### src/design/chr_pkg.sv
// Shared types, constants and arithmetic helpers of the cubic Hermite resampler.
`default_nettype none
package chr_pkg;
  localparam int SLOTS       = 4;
  localparam int FRAC_BITS   = 16;
  localparam int MAX_OUTPUTS = 64;
  localparam int LANE_W      = (SLOTS > 1) ? $clog2(SLOTS) : 1;
  localparam int PHASE_W     = FRAC_BITS + 5;
  localparam int RATE_W      = 20;
  localparam int CNT_W       = $clog2(MAX_OUTPUTS + 1);
  localparam int SAT_LIMIT   = 32767;

  localparam logic [1:0] PICK_LEFT  = 2'd1;
  localparam logic [1:0] PICK_RIGHT = 2'd2;

  typedef struct packed {
    logic signed [15:0]   oldest;
    logic signed [15:0]   current;
    logic signed [15:0]   next;
    logic signed [15:0]   newest;
    logic [PHASE_W-1:0]   phase;
    logic                 needs_prime;
    logic [1:0]           prime_count;
  } lane_state_t;

  // Reset value of one lane entry.
  function automatic lane_state_t lane_reset();
    lane_state_t s;
    s = '0;
    s.needs_prime = 1'b1;
    return s;
  endfunction

  // Signed product scaled down by 2^FRAC_BITS, truncated toward zero.
  function automatic logic signed [31:0] scale_trunc(input logic signed [47:0] prod);
    logic signed [47:0] adj;
    adj = prod;
    if (prod[47]) adj = prod + ((48'sd1 <<< FRAC_BITS) - 48'sd1);
    return 32'(adj >>> FRAC_BITS);
  endfunction
endpackage
`default_nettype wire

### src/design/chr_state_mem.sv
// Lane state memory with one registered read port and one write port.
`default_nettype none
module chr_state_mem (
  input  wire logic                        clk,
  input  wire logic                        rd_en,
  input  wire logic [chr_pkg::LANE_W-1:0]  rd_addr,
  output chr_pkg::lane_state_t             rd_data,
  input  wire logic                        wr_en,
  input  wire logic [chr_pkg::LANE_W-1:0]  wr_addr,
  input  wire chr_pkg::lane_state_t        wr_data
);
  chr_pkg::lane_state_t mem [chr_pkg::SLOTS];

  always_ff @(posedge clk) begin
    if (wr_en) mem[wr_addr] <= wr_data;
    if (rd_en) rd_data <= mem[rd_addr];
  end
endmodule
`default_nettype wire

### src/design/chr_interp.sv
// Three-step cubic Hermite evaluation, one multiply per step, then clamp.
`default_nettype none
module chr_interp (
  input  wire logic                          clk,
  input  wire logic                          rst_n,
  input  wire logic                          start,
  input  wire chr_pkg::lane_state_t          win,
  output logic                               done,
  output logic signed [15:0]                 result
);
  typedef enum logic [3:0] {
    S_IDLE = 4'b0001, S_ONE = 4'b0010, S_TWO = 4'b0100, S_THREE = 4'b1000
  } ip_state_t;

  ip_state_t state_r, state_nxt;
  logic signed [31:0] acc_r, acc_nxt;
  logic signed [31:0] cb_r, cc_r, x02_r;
  logic [chr_pkg::PHASE_W-1:0] p_r;
  logic signed [31:0] m, x0, x1, x2, ca, scaled, w, y;
  logic signed [47:0] prod;
  logic done_nxt;

  assign m  = 32'(win.oldest);
  assign x0 = 32'(win.current);
  assign x1 = 32'(win.next);
  assign x2 = 32'(win.newest);
  assign ca = 3 * (x0 - x1) - m + x2;

  assign prod   = 48'(acc_r) * 48'($signed({1'b0, p_r}));
  assign scaled = chr_pkg::scale_trunc(prod);

  always_comb begin
    state_nxt = state_r;
    acc_nxt   = acc_r;
    done_nxt  = 1'b0;
    w = scaled + x02_r;
    y = (w < 0) ? -((-w) >>> 1) : (w >>> 1);
    unique case (state_r)
      S_IDLE:  if (start) begin acc_nxt = ca; state_nxt = S_ONE; end
      S_ONE:   begin acc_nxt = scaled + cb_r; state_nxt = S_TWO; end
      S_TWO:   begin acc_nxt = scaled + cc_r; state_nxt = S_THREE; end
      S_THREE: begin
        acc_nxt = y; done_nxt = 1'b1; state_nxt = S_IDLE;
      end
      default: state_nxt = S_IDLE;
    endcase
  end

  always_ff @(posedge clk) begin
    if (!rst_n) begin
      state_r <= S_IDLE;
      done    <= 1'b0;
    end else begin
      state_r <= state_nxt;
      done    <= done_nxt;
    end
    acc_r <= acc_nxt;
    if (state_r == S_IDLE && start) begin
      cb_r  <= 4 * x1 + 2 * m - 5 * x0 - x2;
      cc_r  <= x1 - m;
      x02_r <= 2 * x0;
      p_r   <= win.phase;
    end
  end

  always_comb begin
    if (acc_r > chr_pkg::SAT_LIMIT)       result = 16'sd32767;
    else if (acc_r < -chr_pkg::SAT_LIMIT) result = -16'sd32767;
    else                                  result = 16'(acc_r);
  end
endmodule
`default_nettype wire

### src/design/chr_ctrl.sv
// Per-item sequencer: read lane state, prime or shift, emit outputs, write back.
`default_nettype none
module chr_ctrl (
  input  wire logic         clk,
  input  wire logic         rst_n,
  input  wire logic         in_tvalid,
  output logic              in_tready,
  input  wire logic [55:0]  in_tdata,
  input  wire logic         in_tuser,
  output logic              out_tvalid,
  input  wire logic         out_tready,
  output logic [15:0]       out_tdata,
  output logic              out_tlast
);
  typedef enum logic [6:0] {
    C_CLEAR = 7'b0000001, C_IDLE = 7'b0000010, C_READ = 7'b0000100,
    C_EVAL  = 7'b0001000, C_WAIT = 7'b0010000, C_EMIT = 7'b0100000,
    C_WB    = 7'b1000000
  } ctrl_state_t;

  localparam logic [chr_pkg::PHASE_W-1:0] ONE_POS = chr_pkg::PHASE_W'(1) << chr_pkg::FRAC_BITS;

  ctrl_state_t state_r, state_nxt;
  logic [chr_pkg::LANE_W-1:0]  lane_r, clr_r;
  logic signed [15:0]          smp_r;
  logic [chr_pkg::RATE_W-1:0]  rate_r;
  logic                        restart_r, bypass_r;
  chr_pkg::lane_state_t        st_r, st_nxt, st_byp, rd_data, wr_data;
  logic [chr_pkg::CNT_W-1:0]   n_r;
  logic                        ovalid_r, olast_r;
  logic [15:0]                 odata_r;
  logic                        rd_en, wr_en, ip_done;
  logic [chr_pkg::LANE_W-1:0]  wr_addr;
  logic signed [15:0]          ip_res;
  logic                        ip_start;
  logic [chr_pkg::PHASE_W:0]   phase_sum;

  logic [1:0]         pk;
  logic signed [15:0] lo, hi, pick_smp;
  logic signed [16:0] sum;
  logic [1:0]         lane_raw;
  assign pk  = in_tdata[2:1];
  assign lo  = in_tdata[18:3];
  assign hi  = in_tdata[34:19];
  assign sum = 17'(lo) + 17'(hi);
  always_comb begin
    case (pk)
      chr_pkg::PICK_LEFT:  pick_smp = lo;
      chr_pkg::PICK_RIGHT: pick_smp = hi;
      default:             pick_smp = sum[16:1];
    endcase
  end
  assign lane_raw = {in_tdata[0], pk == chr_pkg::PICK_RIGHT};

  assign in_tready = (state_r == C_IDLE);
  assign rd_en     = (state_r == C_IDLE) && in_tvalid;
  assign ip_start  = (state_r == C_EVAL);
  assign wr_en     = (state_r == C_CLEAR) || (state_r == C_WB);
  assign wr_addr   = (state_r == C_CLEAR) ? clr_r : lane_r;
  assign wr_data   = (state_r == C_CLEAR) ? chr_pkg::lane_reset() : st_r;
  assign phase_sum = {1'b0, st_r.phase} + (chr_pkg::PHASE_W + 1)'(rate_r);

  chr_state_mem u_mem (
    .clk(clk), .rd_en(rd_en), .rd_addr(chr_pkg::LANE_W'(lane_raw % chr_pkg::SLOTS)),
    .rd_data(rd_data), .wr_en(wr_en), .wr_addr(wr_addr), .wr_data(wr_data)
  );

  chr_interp u_interp (
    .clk(clk), .rst_n(rst_n), .start(ip_start), .win(st_r),
    .done(ip_done), .result(ip_res)
  );

  // A bypass keeps the window and phase and only marks the lane for priming.
  always_comb begin
    st_byp = rd_data;
    st_byp.needs_prime = 1'b1;
    st_byp.prime_count = 2'd0;
  end

  // Prime/shift update of the lane just read.
  always_comb begin
    st_nxt = rd_data;
    if (restart_r) begin
      st_nxt.needs_prime = 1'b1;
      st_nxt.prime_count = 2'd0;
    end
    if (st_nxt.needs_prime) begin
      case (st_nxt.prime_count)
        2'd0:    begin st_nxt.current = smp_r; st_nxt.prime_count = 2'd1; end
        2'd1:    begin st_nxt.next = smp_r; st_nxt.prime_count = 2'd2; end
        default: begin
          st_nxt.newest = smp_r; st_nxt.prime_count = 2'd0;
          st_nxt.needs_prime = 1'b0; st_nxt.phase = '0;
        end
      endcase
    end else begin
      st_nxt.oldest  = rd_data.current;
      st_nxt.current = rd_data.next;
      st_nxt.next    = rd_data.newest;
      st_nxt.newest  = smp_r;
      st_nxt.phase   = (rd_data.phase >= ONE_POS) ? rd_data.phase - ONE_POS : '0;
    end
  end

  always_comb begin
    state_nxt = state_r;
    unique case (state_r)
      C_CLEAR: if (clr_r == chr_pkg::LANE_W'(chr_pkg::SLOTS - 1)) state_nxt = C_IDLE;
      C_IDLE:  if (in_tvalid) state_nxt = C_READ;
      C_READ:  begin
        if (bypass_r) state_nxt = C_EMIT;
        else if (st_nxt.needs_prime) state_nxt = C_WB;
        else if (st_nxt.phase < ONE_POS) state_nxt = C_EVAL;
        else state_nxt = C_WB;
      end
      C_EVAL:  state_nxt = C_WAIT;
      C_WAIT:  if (ip_done) state_nxt = C_EMIT;
      C_EMIT:  begin
        if (!ovalid_r || out_tready) begin
          if (bypass_r) state_nxt = C_WB;
          else if (phase_sum < (chr_pkg::PHASE_W + 1)'(ONE_POS)
                   && n_r < chr_pkg::CNT_W'(chr_pkg::MAX_OUTPUTS - 1)) state_nxt = C_EVAL;
          else state_nxt = C_WB;
        end
      end
      C_WB:    state_nxt = C_IDLE;
      default: state_nxt = C_IDLE;
    endcase
  end

  always_ff @(posedge clk) begin
    if (!rst_n) begin
      state_r  <= C_CLEAR;
      clr_r    <= '0;
      ovalid_r <= 1'b0;
    end else begin
      state_r <= state_nxt;
      if (state_r == C_CLEAR) clr_r <= clr_r + 1'b1;
      if (state_r == C_EMIT && (!ovalid_r || out_tready)) ovalid_r <= 1'b1;
      else if (out_tready) ovalid_r <= 1'b0;
    end
    if (state_r == C_IDLE && in_tvalid) begin
      lane_r    <= chr_pkg::LANE_W'(lane_raw % chr_pkg::SLOTS);
      smp_r     <= pick_smp;
      rate_r    <= in_tdata[54:35];
      restart_r <= in_tuser;
      bypass_r  <= (in_tdata[54:35] == chr_pkg::RATE_W'(ONE_POS));
      n_r       <= '0;
    end
    if (state_r == C_READ) begin
      st_r <= bypass_r ? st_byp : st_nxt;
    end
    if (state_r == C_EMIT && (!ovalid_r || out_tready)) begin
      if (bypass_r) begin
        odata_r <= smp_r;
        olast_r <= 1'b1;
      end else begin
        odata_r <= ip_res;
        olast_r <= !(phase_sum < (chr_pkg::PHASE_W + 1)'(ONE_POS)
                     && n_r < chr_pkg::CNT_W'(chr_pkg::MAX_OUTPUTS - 1));
        st_r.phase <= phase_sum[chr_pkg::PHASE_W-1:0];
        n_r <= n_r + 1'b1;
      end
    end
  end

  assign out_tvalid = ovalid_r;
  assign out_tdata  = odata_r;
  assign out_tlast  = olast_r;
endmodule
`default_nettype wire

### src/design/cubic_hermite_resampler.sv
// Top level of the four-point cubic Hermite resampler.
//
//   channel | direction | tdata (low bit up)                         | tuser   | tlast
//   in_     | slave     | channel, pick, source_word, rate, 0 pad    | restart | -
//   out_    | master    | sample                                     | -       | last_of_run
//
// An item that only primes its lane goes through read, update and write back before
// the next acceptance; a unity-rate bypass word also loads the output register before
// write back. An item that interpolates, for each output word, starts the shared
// evaluator, waits for its three dependent multiplies and the registered done, and
// loads the output register, up to the cap of 64 words. After reset a sweep over all
// SLOTS lane entries clears the lane memory; in_tready stays low during it. Reset is
// synchronous and active low. A stalled output word holds the sequencer; a new input
// word is taken only once the previous one is finished.
`default_nettype none
module cubic_hermite_resampler (
  input  wire logic         clk,
  input  wire logic         rst_n,
  input  wire logic         in_tvalid,
  output logic              in_tready,
  input  wire logic [55:0]  in_tdata,   // channel, pick[1:0], source_word[31:0], rate[19:0]
  input  wire logic         in_tuser,   // restart
  output logic              out_tvalid,
  input  wire logic         out_tready,
  output logic [15:0]       out_tdata,  // sample
  output logic              out_tlast
);
  // The sequencer owns the lane memory and the evaluator.
  chr_ctrl u_ctrl (
    .clk(clk), .rst_n(rst_n),
    .in_tvalid(in_tvalid), .in_tready(in_tready), .in_tdata(in_tdata),
    .in_tuser(in_tuser),
    .out_tvalid(out_tvalid), .out_tready(out_tready), .out_tdata(out_tdata),
    .out_tlast(out_tlast)
  );
endmodule
`default_nettype wire

### config.mk
export PLATFORM = sky130hd
export DESIGN_NAME = cubic_hermite_resampler
export DESIGN_NICKNAME = d
export VERILOG_FILES = /design/src/design/chr_pkg.sv /design/src/design/chr_state_mem.sv /design/src/design/chr_interp.sv /design/src/design/chr_ctrl.sv /design/src/design/cubic_hermite_resampler.sv
export SDC_FILE = /design/constraint.sdc
export NUM_CORES = 2
export LEC_CHECK = 0
export BUFFER_PORTS_ARGS = -buffer_cell sky130_fd_sc_hd__buf_4
export CORE_MARGIN = 4
export CORE_UTILIZATION = 35
export DETAILED_ROUTE_END_ITERATION = 10
export GPL_TIMING_DRIVEN = 1
export PLACE_DENSITY_LB_ADDON = 0.1
export SLEW_MARGIN = 5
export SYNTH_ARGS = -nofsm -noshare
export SYNTH_HDL_FRONTEND = slang
export SYNTH_SLANG_ARGS = --single-unit
### constraint.sdc
create_clock -name clk -period 23.8 [get_ports clk]
set_input_delay 4.76 -clock clk [delete_from_list [all_inputs] [get_ports clk]]
set_output_delay 4.76 -clock clk [all_outputs]
set_load 0.01 [all_outputs]
==> impl_metrics.tcl <==
set metrics [dict create \
    run_status "complete, no violations" \
    critPathMostFrequentCell "fa_1" \
    grt_max_degree 91 \
    layout_setup_ws_ns 8.973 \
    htreeDepth 3 \
    cts_tree "done" \
    crit_end "u_ctrl.u_interp.acc_r[29]" \
    seq_area_frac_synth_pct 34.28 \
    root_buffer "clkbuf_16" \
    cts_sinks 715 \
    gp_congestion 0.8319 \
    ios 80 \
    crit_buf_inv 2 \
    synth-edff-count 672 \
    overflow 0 \
    placementRows 153 \
    worst_setup_path_end_kind "flop" \
    reg2reg_from "u_ctrl.u_interp.acc_r[23]" \
    die_y_um 426.7 \
    antenna_found_initial 3 \
    hpwl_um 128700 \
    cts_hold_buf 0 \
    synthMostInstantiatedCell "inv_1" \
    slew-limit-headroom_pct 32.07 \
    drtIter0Drc 2214 \
    fp.dieW_um 426.7 \
    wl_per_cell_um 21.31 \
    yosys_warnings 0 \
    max_freq_ghz 0.06744 \
    synthTopCellsByArea "edfxtp_1 (33%), fa_1 (23%), ha_1 (7.5%)" \
    rrSetupSlack_ns 8.97 \
    fin_crit_sh_pct 62.30 \
    hold_class "reg2reg" \
    cts_buffers 76 \
    route.vias.total 40287 \
    netlist_area_um2 61370 \
    cp.required_ns 24.18 \
    post-place-ws_ns 8.809 \
    cp_num_cells 42 \
    nets 6706 \
    syn-num-nets 6699 \
    cp_data_arrival_time_ns 15.20 \
    start_kind "flop" \
    max_stage_delay_ns 0.66 \
    yosys.area.top_type_share_pct 32.88 \
    critPathKind "reg2reg" \
    rsz0062_at_grt "false" \
    r2r_end "u_ctrl.u_interp.acc_r[29]" \
    slew_violations 0 \
    power_density_nw_per_um2 53.03 \
    ant_nets 0 \
    post-cts-setup-buffers 0 \
    rr_worst_depth 42 \
    netlist_top_cells_count "inv_1 (751), fa_1 (705), edfxtp_1 (672)" \
    grt_pass1_vias 42985 \
    fin_setup_tns_ns 0 \
    dp_cells 7820 \
    grt.total_usage_pct 18.93 \
    die-area_um2 182100 \
    cts_max_path_buffers 3 \
    critPathLaunch "u_ctrl.u_interp.acc_r[23]" \
    postLayoutCoreUtil_pct 38.64 \
    drive_gt1_share_pct 8.217 \
    fin_worst_skew_ns 0.03463 \
    io_buffers 78 \
    cts_resized 0 \
    synth_ff_type "edfxtp_1" \
    grt_pass1_wl_um 264700 \
    dr.pass1.iters 6 \
    synthArstFlopShare_pct 0 \
    syn_inst 5566 \
    syn2layout_area_growth_pct 9.678 \
    yosysTopAreaCell "edfxtp_1" \
    cellLeakagePower_nw 27.56 \
    hold_violations 0 \
    cap_violations 0 \
    ir_drop_mv 0.08223 \
    cp_top_family "adder cells" \
    vias_per_cell 5.060 \
    min_period_ns 14.83 \
    avgSynthCellArea_um2 11.03 \
    wirelength_um 169700 \
    initial_utilization_pct 35.23 \
    fin_cells 7962 \
    core-area_um2 174200 \
    synth_cell_types 102 \
    drt_drc_violations_left 0 \
    cp_max_fo 17 \
    crit_slowest_cell "nor4bb_1" \
    setup_viol 0 \
    clkTransAtPathRegs_ns 0.06 \
    clock_latency_ns 0.67 \
    tightest_slew_ns 1.019 \
    ys_ff_latch 715 \
]
[sequential cells by signal, summed over array words and instances (netlist names)]
name	count
u_ctrl.u_mem.mem	352
u_ctrl.st_r	88
u_ctrl.u_mem.rd_data	88
u_ctrl.u_interp.acc_r	32
u_ctrl.u_interp.cb_r	22
u_ctrl.u_interp.p_r	21
u_ctrl.rate_r	20
u_ctrl.u_interp.cc_r	17
u_ctrl.out_tdata	16
u_ctrl.smp_r	16
u_ctrl.u_interp.x02_r	16
u_ctrl.n_r	7
u_ctrl.state_r	7
u_ctrl.u_interp.state_r	4
u_ctrl.clr_r	2
u_ctrl.lane_r	2
u_ctrl.bypass_r	1
u_ctrl.out_tlast	1
u_ctrl.out_tvalid	1
u_ctrl.restart_r	1
u_ctrl.u_interp.done	1
[layer usage]
| layer | wire (µm) | vias up | track usage, % |
|---|---|---|---|
| met5 | 0 | - | 0 |
| met4 | 2906 | 0 | 3.933 |
| met3 | 4968 | 133 | 1.296 |
| met2 | 81400 | 639 | 31.92 |
| met1 | 80390 | 20735 | 26.91 |
| li1 | - | 18780 | - |
[how the worst min path moves through the flow]
stage                             start       endpoint  slack, ns  cells past startpoint
after global routing      u_ctrl.n_r[5]  u_ctrl.n_r[5]       0.52                      1
after global placement    u_ctrl.n_r[1]  u_ctrl.n_r[1]       0.46                      2
after detailed placement  u_ctrl.n_r[6]  u_ctrl.n_r[6]       0.47                      1
final                     u_ctrl.n_r[6]  u_ctrl.n_r[6]       0.48                      1
after floorplan           u_ctrl.n_r[6]  u_ctrl.n_r[6]       0.44                      1
after CTS                 u_ctrl.n_r[6]  u_ctrl.n_r[6]       0.48                      1
[power breakdown]
group / internal (mW) / switching (mW)
sequential: 1.71 / 0.0694
clock: 0.702 / 0.525
combinational: 0.189 / 0.374
total: 2.60 / 0.968
[worst register-to-register path: cells and delay by family, from the launching register on]
family	cells	cell delay [ns]
AO/OA/AOI/OAI	12	3.24
XOR/XNOR	5	1.53
adder cells (fa/ha/maj)	9	4.48
buffers and inverters	2	0.42
flip-flops	1	0.60
multiplexers	1	0.35
AND/OR/NAND/NOR	13	3.92
[placed cells by master (no fill, tap or decap), drive strengths merged, types with 89 or more instances in the layout]
cell	Yosys	final
nor2	282	282
fa	705	705
edfxtp	672	672
buf	19	164
a21oi	229	229
nand2	546	546
inv	751	756
clkbuf	216	89
and2	363	363
xnor2	173	173
o21ai	185	185
ha	367	367
[stage by stage]
step           power [mW]  cell area (µm²)  hold slack, ns
3_5_place_dp        2.383            64730          0.4682
4_1_cts             3.624            67300          0.4798
2_1_floorplan       2.189            61370          0.4447
6_report            3.570            67310          0.4801
5_1_grt             3.737            67300          0.5192
3_3_place_gp        2.369            64730          0.4633
[cell type report]
class,instances,area (µm²)
sequential,715,21040
fill,17123,106900
timing repair buffer,164,1231
clock inverter,51,599.3
multi-input combinational,3865,36730
inverter,751,2825
antenna,2,5.005
tap,2325,2909
clock buffer,89,1971
[logic make-up after synthesis]
| logic type | share of synthesized area (%) |
|---|---|
| XOR/XNOR | 3.707 |
| flip-flops | 34.28 |
| multiplexers | 3.792 |
| AO/OA/AOI/OAI | 8.420 |
| AND/OR/NAND/NOR | 13.26 |
| adder cells (fa/ha/maj) | 30.48 |
| buffers and inverters | 6.057 |
(Power assumes the default switching activity.)
